[config.mk]
export PLATFORM = sky130hd
export DESIGN_NAME = adc_window_average_rail_monitor
export DESIGN_NICKNAME = d
export VERILOG_FILES = /design/src/design/awarm_pkg.sv /design/src/design/adc_window_average_rail_monitor.sv /design/src/design/awarm_lane.sv /design/src/design/awarm_merge.sv
export SDC_FILE = /design/constraint.sdc
export NUM_CORES = 2
export LEC_CHECK = 0
export ABC_AREA = 1
export BUFFER_PORTS_ARGS = -buffer_cell sky130_fd_sc_hd__clkbuf_2
export CORE_ASPECT_RATIO = 1.4
export CORE_MARGIN = 2
export CORE_UTILIZATION = 26
export DETAILED_ROUTE_END_ITERATION = 8
export PLACE_DENSITY = 0.45
export SLEW_MARGIN = 25
export SYNTH_ARGS = -nofsm -noshare
export SYNTH_HDL_FRONTEND = slang
export SYNTH_HIERARCHICAL = 1
export SYNTH_SLANG_ARGS = --single-unit
export TNS_END_PERCENT = 20
[constraint.sdc]
create_clock -name i_clk -period 16.68 [get_ports i_clk]
set_input_delay 1.668 -clock i_clk [delete_from_list [all_inputs] [get_ports i_clk]]
set_output_delay 1.668 -clock i_clk [all_outputs]
set_load 0.01 [all_outputs]
[src/design/awarm_pkg.sv]
`default_nettype none
package awarm_pkg;
    localparam int Channels = 9;
    localparam int Rails = 4;
    localparam int Currents = 5;
    localparam int SampleW = 12;
    localparam int ChanW = 4;
    localparam int MvW = 15;
    localparam int WindowDepthDefault = 8;
    localparam logic [SampleW-1:0] OffsetReset = 12'd2703;
    localparam int CfgIdxW = 3;

    typedef struct packed {
        logic [ChanW-1:0]   channel_index;
        logic [SampleW-1:0] average_raw;
        logic [MvW-1:0]     rail_millivolts;
        logic signed [MvW-1:0] current_milliamps;
        logic               last_of_scan;
    } t_result;

    // floor(raw*2500/4096), max 2499
    function automatic logic [11:0] raw_to_mv(input logic [SampleW-1:0] raw);
        logic [23:0] p;
        p = raw * 24'd2500;
        return p[23:12];
    endfunction
endpackage
`default_nettype wire

[src/design/adc_window_average_rail_monitor.sv]
`default_nettype none
// After a scan is accepted, the lanes sweep the filled ring slots to form the sums; then
// each channel in turn is issued, divided by the shared bit-serial divider, scaled and
// registered at the output, where it waits for m_axis_tready. A new scan is accepted only
// in idle, after the last channel's result has been taken. Reset (sync, active low) clears
// ring position, fill count and offsets (to 2703); ring not cleared.
module adc_window_average_rail_monitor #(
    parameter int WINDOW_DEPTH = awarm_pkg::WindowDepthDefault
) (
    input  wire         i_clk,
    input  wire         i_rst_n,
    input  wire         s_axis_tvalid,
    output logic        s_axis_tready,
    // v24,v12,v5,v3v3,lcd,backlight,scaler,audio_l,audio_r (12b each, lowest first)
    input  wire [111:0] s_axis_tdata,
    output logic        m_axis_tvalid,
    input  wire         m_axis_tready,
    // channel_index[3:0], average_raw[15:4], rail_millivolts[30:16],
    // current_milliamps[45:31], zero pad
    output logic [47:0] m_axis_tdata,
    output logic        m_axis_tlast,   // last_of_scan
    input  wire         i_cfg_we,
    input  wire [awarm_pkg::CfgIdxW-1:0] i_cfg_idx,
    input  wire [awarm_pkg::SampleW-1:0] i_cfg_data
);
    import awarm_pkg::*;
    localparam int PosW = (WINDOW_DEPTH > 1) ? $clog2(WINDOW_DEPTH) : 1;
    localparam int FillW = $clog2(WINDOW_DEPTH + 1);
    localparam int SumW = SampleW + FillW;

    typedef enum logic [4:0] {
        S_IDLE = 5'b00001, S_SUM = 5'b00010, S_ISSUE = 5'b00100,
        S_WAIT = 5'b01000, S_OUT = 5'b10000
    } t_state;

    t_state r_state;
    logic [SampleW-1:0] r_off [Currents];
    logic [PosW-1:0]  r_wpos;
    logic [FillW-1:0] r_fill;
    logic [FillW:0]   r_rcnt;   // read sweep count; runs past the last slot since read data is registered
    logic [ChanW-1:0] r_chan;
    logic             r_clr;
    logic [SumW-1:0]  sums [Channels];
    logic             accept;
    logic             m_busy, m_done;
    t_result          m_res;
    logic [SampleW-1:0] cur_off;

    assign accept = s_axis_tvalid && s_axis_tready;
    assign s_axis_tready = (r_state == S_IDLE);

    // Config writes; index beyond the list is dropped.
    always_ff @(posedge i_clk) begin
        if (!i_rst_n) begin
            for (int k = 0; k < Currents; k++) r_off[k] <= OffsetReset;
        end else if (i_cfg_we && (i_cfg_idx < CfgIdxW'(Currents))) begin
            r_off[i_cfg_idx] <= i_cfg_data;
        end
    end

    genvar g;
    generate
        for (g = 0; g < Channels; g++) begin : g_lane
            awarm_lane #(.WINDOW_DEPTH(WINDOW_DEPTH), .PosW(PosW), .SumW(SumW)) u_lane (
                .i_clk    (i_clk),
                .i_wr     (accept),
                .i_wr_pos (r_wpos),
                .i_wr_data(s_axis_tdata[g*SampleW +: SampleW]),
                .i_clr    (r_clr),
                .i_acc    ((r_state == S_SUM) && (r_rcnt != '0)),
                .i_rd_pos (r_rcnt[PosW-1:0]),
                .o_sum    (sums[g])
            );
        end
    endgenerate

    assign cur_off = (r_chan >= ChanW'(Rails)) ? r_off[3'(r_chan - ChanW'(Rails))] : '0;

    awarm_merge #(.SumW(SumW), .FillW(FillW)) u_merge (
        .i_clk   (i_clk),
        .i_rst_n (i_rst_n),
        .i_start (r_state == S_ISSUE),
        .i_sum   (sums[r_chan]),
        .i_fill  (r_fill),
        .i_chan  (r_chan),
        .i_offset(cur_off),
        .o_busy  (m_busy),
        .o_done  (m_done),
        .o_res   (m_res)
    );

    always_ff @(posedge i_clk) begin
        if (!i_rst_n) begin
            r_state <= S_IDLE;
            r_wpos <= '0;
            r_fill <= '0;
            r_rcnt <= '0;
            r_chan <= '0;
            r_clr <= 1'b0;
            m_axis_tvalid <= 1'b0;
        end else begin
            // clear the lane sums right after a scan is taken
            r_clr <= accept;
            case (r_state)
                S_IDLE: if (accept) begin
                    // advance ring slot and fill count, then sweep the slots
                    r_wpos <= (r_wpos == PosW'(WINDOW_DEPTH - 1)) ? '0 : r_wpos + 1'b1;
                    if (r_fill != FillW'(WINDOW_DEPTH)) r_fill <= r_fill + 1'b1;
                    r_rcnt <= '0;
                    r_state <= S_SUM;
                end
                S_SUM: begin
                    // read data is registered, arriving in the cycle after its address
                    if (r_rcnt == {1'b0, r_fill}) begin
                        r_chan <= '0;
                        r_state <= S_ISSUE;
                    end else begin
                        r_rcnt <= r_rcnt + 1'b1;
                    end
                end
                S_ISSUE: r_state <= S_WAIT;
                S_WAIT: if (m_done) begin
                    m_axis_tvalid <= 1'b1;
                    m_axis_tdata <= {2'b00, m_res.current_milliamps, m_res.rail_millivolts,
                                     m_res.average_raw, m_res.channel_index};
                    m_axis_tlast <= m_res.last_of_scan;
                    r_state <= S_OUT;
                end
                S_OUT: if (m_axis_tready) begin
                    m_axis_tvalid <= 1'b0;
                    if (r_chan == ChanW'(Channels - 1)) begin
                        r_state <= S_IDLE;
                    end else begin
                        r_chan <= r_chan + 1'b1;
                        r_state <= S_ISSUE;
                    end
                end
                default: r_state <= S_IDLE;
            endcase
        end
    end

    a_busy: assert property (@(posedge i_clk) disable iff (!i_rst_n)
        (r_state == S_WAIT) && !m_done |-> m_busy) else $error("merge idle while waiting");
    a_fill: assert property (@(posedge i_clk) disable iff (!i_rst_n)
        r_fill <= FillW'(WINDOW_DEPTH)) else $error("fill count overflow");
    a_tlast: assert property (@(posedge i_clk) disable iff (!i_rst_n)
        m_axis_tvalid && m_axis_tlast |-> r_chan == ChanW'(Channels - 1))
        else $error("tlast on wrong channel");
endmodule
`default_nettype wire

[src/design/awarm_lane.sv]
`default_nettype none
// One channel: ring memory, running sum over the held slots.
module awarm_lane #(
    parameter int WINDOW_DEPTH = awarm_pkg::WindowDepthDefault,
    parameter int PosW = (WINDOW_DEPTH > 1) ? $clog2(WINDOW_DEPTH) : 1,
    parameter int SumW = awarm_pkg::SampleW + $clog2(WINDOW_DEPTH + 1)
) (
    input  wire                          i_clk,
    input  wire                          i_wr,
    input  wire [PosW-1:0]               i_wr_pos,
    input  wire [awarm_pkg::SampleW-1:0] i_wr_data,
    input  wire                          i_clr,
    input  wire                          i_acc,
    input  wire [PosW-1:0]               i_rd_pos,
    output logic [SumW-1:0]              o_sum
);
    import awarm_pkg::*;
    logic [SampleW-1:0] r_mem [WINDOW_DEPTH];
    logic [SampleW-1:0] r_rd;
    logic [SumW-1:0]    r_sum;

    always_ff @(posedge i_clk) begin
        if (i_wr) begin
            r_mem[i_wr_pos] <= i_wr_data;
        end
        r_rd <= r_mem[i_rd_pos];
        if (i_clr) begin
            r_sum <= '0;
        end else if (i_acc) begin
            r_sum <= r_sum + SumW'(r_rd);
        end
    end
    assign o_sum = r_sum;
endmodule
`default_nettype wire

[src/design/awarm_merge.sv]
`default_nettype none
// Serial divider and scaler: one channel at a time.
module awarm_merge #(
    parameter int SumW = 16,
    parameter int FillW = 4
) (
    input  wire                  i_clk,
    input  wire                  i_rst_n,
    input  wire                  i_start,
    input  wire [SumW-1:0]       i_sum,
    input  wire [FillW-1:0]      i_fill,
    input  wire [awarm_pkg::ChanW-1:0]   i_chan,
    input  wire [awarm_pkg::SampleW-1:0] i_offset,
    output logic                 o_busy,
    output logic                 o_done,
    output awarm_pkg::t_result   o_res
);
    import awarm_pkg::*;
    localparam int CntW = $clog2(SumW + 1);
    typedef enum logic [3:0] {
        S_IDLE = 4'b0001, S_DIV = 4'b0010, S_MUL = 4'b0100, S_FIN = 4'b1000
    } t_state;
    t_state r_state;
    logic [SumW-1:0]  r_q;
    logic [FillW:0]   r_rem;
    logic [CntW-1:0]  r_cnt;
    logic [ChanW-1:0] r_chan;
    logic [SampleW-1:0] r_off;
    logic [24:0] r_prod;
    logic signed [24:0] r_iprod;
    logic [FillW-1:0] r_fill;
    logic [FillW:0] n_rem;
    logic [SampleW-1:0] avg;
    logic signed [12:0] diff;
    logic [24:0] mag;
    logic [50:0] rail_prod;
    logic [44:0] amp_prod;
    logic [15:0] q264;
    logic signed [MvW-1:0] amps;

    assign n_rem = {r_rem[FillW-1:0], r_q[SumW-1]};
    assign avg = r_q[SampleW-1:0];
    assign diff = $signed({1'b0, raw_to_mv(avg)}) - $signed({1'b0, raw_to_mv(r_off)});
    assign mag = r_iprod[24] ? 25'(-r_iprod) : 25'(r_iprod);
    // divide by 264 and by 1000 through reciprocals, exact over the product ranges
    assign amp_prod = 45'(mag[21:0]) * 45'd8134408;
    assign q264 = {2'b00, amp_prod[44:31]};
    assign rail_prod = 51'(r_prod) * 51'd34359739;
    assign amps = r_iprod[24] ? -$signed({1'b0, q264[MvW-2:0]})
                              : $signed({1'b0, q264[MvW-2:0]});

    always_ff @(posedge i_clk) begin
        if (!i_rst_n) begin
            r_state <= S_IDLE;
            o_done <= 1'b0;
        end else begin
            o_done <= (r_state == S_FIN);
            case (r_state)
                S_IDLE: if (i_start) begin
                    r_state <= S_DIV;
                    r_q <= i_sum;
                    r_rem <= '0;
                    r_cnt <= CntW'(SumW);
                    r_chan <= i_chan;
                    r_off <= i_offset;
                    r_fill <= i_fill;
                end
                S_DIV: begin
                    // restoring division, one bit per cycle
                    if (n_rem >= {1'b0, r_fill}) begin
                        r_rem <= n_rem - {1'b0, r_fill};
                        r_q <= {r_q[SumW-2:0], 1'b1};
                    end else begin
                        r_rem <= n_rem;
                        r_q <= {r_q[SumW-2:0], 1'b0};
                    end
                    r_cnt <= r_cnt - 1'b1;
                    if (r_cnt == CntW'(1)) r_state <= S_MUL;
                end
                S_MUL: begin
                    r_prod <= 25'(raw_to_mv(avg)) * 25'd11616;
                    r_iprod <= 25'(diff) * 25'sd1000;
                    r_state <= S_FIN;
                end
                S_FIN: begin
                    o_res.channel_index <= r_chan;
                    o_res.average_raw <= avg;
                    o_res.last_of_scan <= (r_chan == ChanW'(Channels - 1));
                    if (r_chan < ChanW'(Rails)) begin
                        o_res.rail_millivolts <= rail_prod[35 +: MvW];
                        o_res.current_milliamps <= '0;
                    end else begin
                        o_res.rail_millivolts <= '0;
                        o_res.current_milliamps <= amps;
                    end
                    r_state <= S_IDLE;
                end
                default: r_state <= S_IDLE;
            endcase
        end
    end
    assign o_busy = (r_state != S_IDLE);
endmodule
`default_nettype wire

==> flow_metrics.env <==
export IMPL_critical_path_max_fanout=6
export IMPL_clock_sinks=1419
export IMPL_syn_area_per_cell_um2=9.65
export IMPL_synth_warnings=6
export IMPL_synthAdderAreaFrac_pct=19.8
export IMPL_chipHeight_um=687
export IMPL_drv_cap=0
export IMPL_drtPass1Iterations=6
export IMPL_fmax_mhz=103
export IMPL_synthToLayoutAreaGrowth_pct=13.2
export IMPL_finalSetupViolations=0
export IMPL_crit_path_top_delay_cell="xnor2_1"
export IMPL_synthTopCellsByArea="edfxtp_1 (40%), ha_1 (10%), fa_1 (9.3%), dfxtp_1 (6.5%), nand2_1 (6.2%)"
export IMPL_gp_congestion=0.883
export IMPL_synthMuxAreaShare_pct=0
export IMPL_fin_nets=10500
export IMPL_yosys_area_share_simple_pct=16.6
export IMPL_grt_pass1_wl_um=369000
export IMPL_synthXorXnorAreaFrac_pct=1.17
export IMPL_synth_top_family_by_area="adder cells"
export IMPL_grt_max_degree=170
export IMPL_synth_top_area_share_pct=39.5
export IMPL_synth_seq_cells=1419
export IMPL_cts_tree="done"
export IMPL_cts_root_buffer="clkbuf_16"
export IMPL_die_area_mm2=0.338
export IMPL_first_iter_violations=3349
export IMPL_htreeDepth=4
export IMPL_yosysMostFrequentCell="nand2_1"
export IMPL_power_leakage_uw=0.0428
export IMPL_synthesis_instances=8972
export IMPL_clock_path_buffers=4
export IMPL_synth_edf_count=1139
export IMPL_async_flop_share_pct=0
export IMPL_clock_latency_ps=850
export IMPL_p_per_area_mw_per_mm2=138
export IMPL_cp_end_kind="register"
export IMPL_hold_class="reg2reg"
export IMPL_pin_count=183
export IMPL_skew_ps=99.7
export IMPL_drive_gt1_share_pct=8.50
export IMPL_slew_violations=0
export IMPL_crit_top_cell="nand2_1"
export IMPL_yosysUniqueCellTypes=74
export IMPL_hpwlAfterDp_um=179000
export IMPL_drtAntennaViolNets=0
export IMPL_whs_ps=402
export IMPL_fillerInstances=34500
export IMPL_setup_ws_ps=6930
export IMPL_tightest_slew_ps=1040
export IMPL_cts_resized=0
export IMPL_synth_common_cells="nand2_1 (1439), inv_1 (1395), nor2_1 (1368)"
export IMPL_total_power_uw=13500
export IMPL_critical_path_arrival_ps=10370
export IMPL_die_width_um=492
export IMPL_antenna_found_initial=53
export IMPL_rsz0062_at_grt="no"
export IMPL_vias=61000
export IMPL_ys_seq_area_share_pct=46.0
export IMPL_drc=0
export IMPL_cts_hold_fix_buffers=0
export IMPL_setup_tns_ps=0
export IMPL_yosysTopAreaCell="edfxtp_1"
export IMPL_overflow=0
export IMPL_finalCritPeriodShare_pct=58.5
export IMPL_clkTransAtPathRegs_ps=80
export IMPL_slew_headroom_pct=30.3
export IMPL_track_usage_pct=14.0
export IMPL_vdd_ir_drop_max_uv=363
export IMPL_synth_flop_cell="edfxtp_1"
export IMPL_cts_made_buffers=163
export IMPL_vias_per_cell=4.44
export IMPL_syn_area_mm2=0.0866
export IMPL_synth_compound_area_share_pct=8.56
export IMPL_post_cts_setup_buffers=0
export IMPL_worst_setup_path_start_kind="register"
export IMPL_initial_core_util_pct=26.1
export IMPL_critPathRequiredTime_ps=17300
export IMPL_wl_per_cell_um=17.5
export IMPL_slowest_delay_ps=700
export IMPL_numPortBuffers=176
export IMPL_hold_viol=0
export IMPL_fin_crit_ps=9750
export IMPL_routed_wl_um=241000
export IMPL_coreArea_mm2=0.331
export IMPL_rows=250
export IMPL_pre_cts_slack_ps=6990
export IMPL_final_core_util_pct=29.6
export IMPL_grt_pass1_vias=62900
export IMPL_status="completed"
export IMPL_path_class="reg2reg"
-- path summary, 6_finish.rpt --
| kind | depth (start not counted) | slack [ps] | from | to |
|---|---|---|---|---|
| worst max-delay path | 42 | 6930 | u_merge/r_q[4] | u_merge/r_iprod[21] |
| worst min-delay path | 0 | 400 | u_merge/o_res[5] | m_axis_tdata[35] |
| worst max register to register | 42 | 6930 | u_merge/r_q[4] | u_merge/r_iprod[21] |
| worst min register to register | 0 | 400 | u_merge/o_res[5] | m_axis_tdata[35] |
-- critical path: cells and delay by family, from the launching register on --
| family | cells | cell delay, ps |
|---|---|---|
| buffers and inverters | 7 | 460 |
| AOI/OAI and AO/OA | 4 | 960 |
| xor gates and xnor gates | 3 | 1110 |
| adders and majority gates | 12 | 4820 |
| and+or+nand+nor | 16 | 1650 |
| DFF | 1 | 530 |
-- cell type report --
cell class              instances  area [um2]  area share, %
multi-input cells            5912       40100           41.0
flip-flops and latches       1419       39800           40.7
well taps                    4410        5520           5.63
inverters                    1431        5380           5.49
clock buffers                 206        4480           4.57
repair buffers                270        1620           1.65
clock inverters                85         958          0.979
diodes                         15        37.5         0.0383
-- power by group --
part           internal, uW  switching [uW]  total, uW
Clock                  2170            1480       3650
Combinational          2030            3350       5380
Sequential             4310             193       4510
-- per-layer routing --
layer  GRT usage (%)  up-vias  part of all wire (%)
met4            4.84       20                   3.5
met2            26.8      989                    53
met3            2.03      390                   3.8
li1                -    30200                     -
met5               0        -                 0.048
met1            15.7    29500                    40
-- registers in the layout, summed over array words and instances (netlist names), 3 cells and up --
signal and flops:
g_lane.u_lane/r_mem 864, g_lane.u_lane/o_sum 144, g_lane.u_lane/r_rd 108, r_off 96, u_merge/o_res 47, m_axis_tdata 46
u_merge/r_iprod 20, u_merge/r_prod 20, u_merge/r_q 16, u_merge/r_off 12, r_rcnt 5, r_state 5
u_merge/r_cnt 5, r_chan 4, r_fill 4, u_merge/r_chan 4, u_merge/r_fill 4, u_merge/r_rem 4
u_merge/r_state 4, r_wpos 3
-- cell usage in the layout, fill, tap and decap left out, types with 20 or more instances in the layout --
cell type	Yosys	layout
buf_4	31	92
nor2_1	1368	1343
o32ai_1	216	216
xor2_1	84	82
xnor2_1	23	23
clkbuf_16	0	168
nor3_1	22	22
clkbuf_1	87	25
clkbuf_2	0	176
edfxtp_1	1139	1139
nand2_2	87	87
dfxtp_1	280	271
nand3_1	322	322
o21ai_1	25	25
inv_1	1395	1386
clkinv_2	0	21
fa_1	403	403
nand4_1	47	47
inv_2	20	26
a21oi_2	20	20
nor2_2	39	61
a21oi_1	242	242
and2_1	21	21
nand3_2	27	27
nand2_1	1439	1439
o21ai_0	499	499
conb_1	1	38
o211ai_1	47	47
clkinv_1	14	41
ha_1	722	722
o22ai_1	25	24
-- kinds of logic after synthesis --
kind of cell / after synthesis
AO/OA/AOI/OAI: 1199
XOR/XNOR: 111
adder cells (fa/ha/maj): 1125
buffers and inverters: 1678
flip-flops: 1419
other: 1
AND/OR/NAND/NOR: 3439
-- per-stage QoR --
step           area, um2  cells
2_1_floorplan      86700   9009
3_3_place_gp       92400  13400
3_5_place_dp       92400  13400
4_1_cts            97900  13700
5_1_grt            97900  13700
6_report           97900  13700
(Power assumes the default switching activity.)
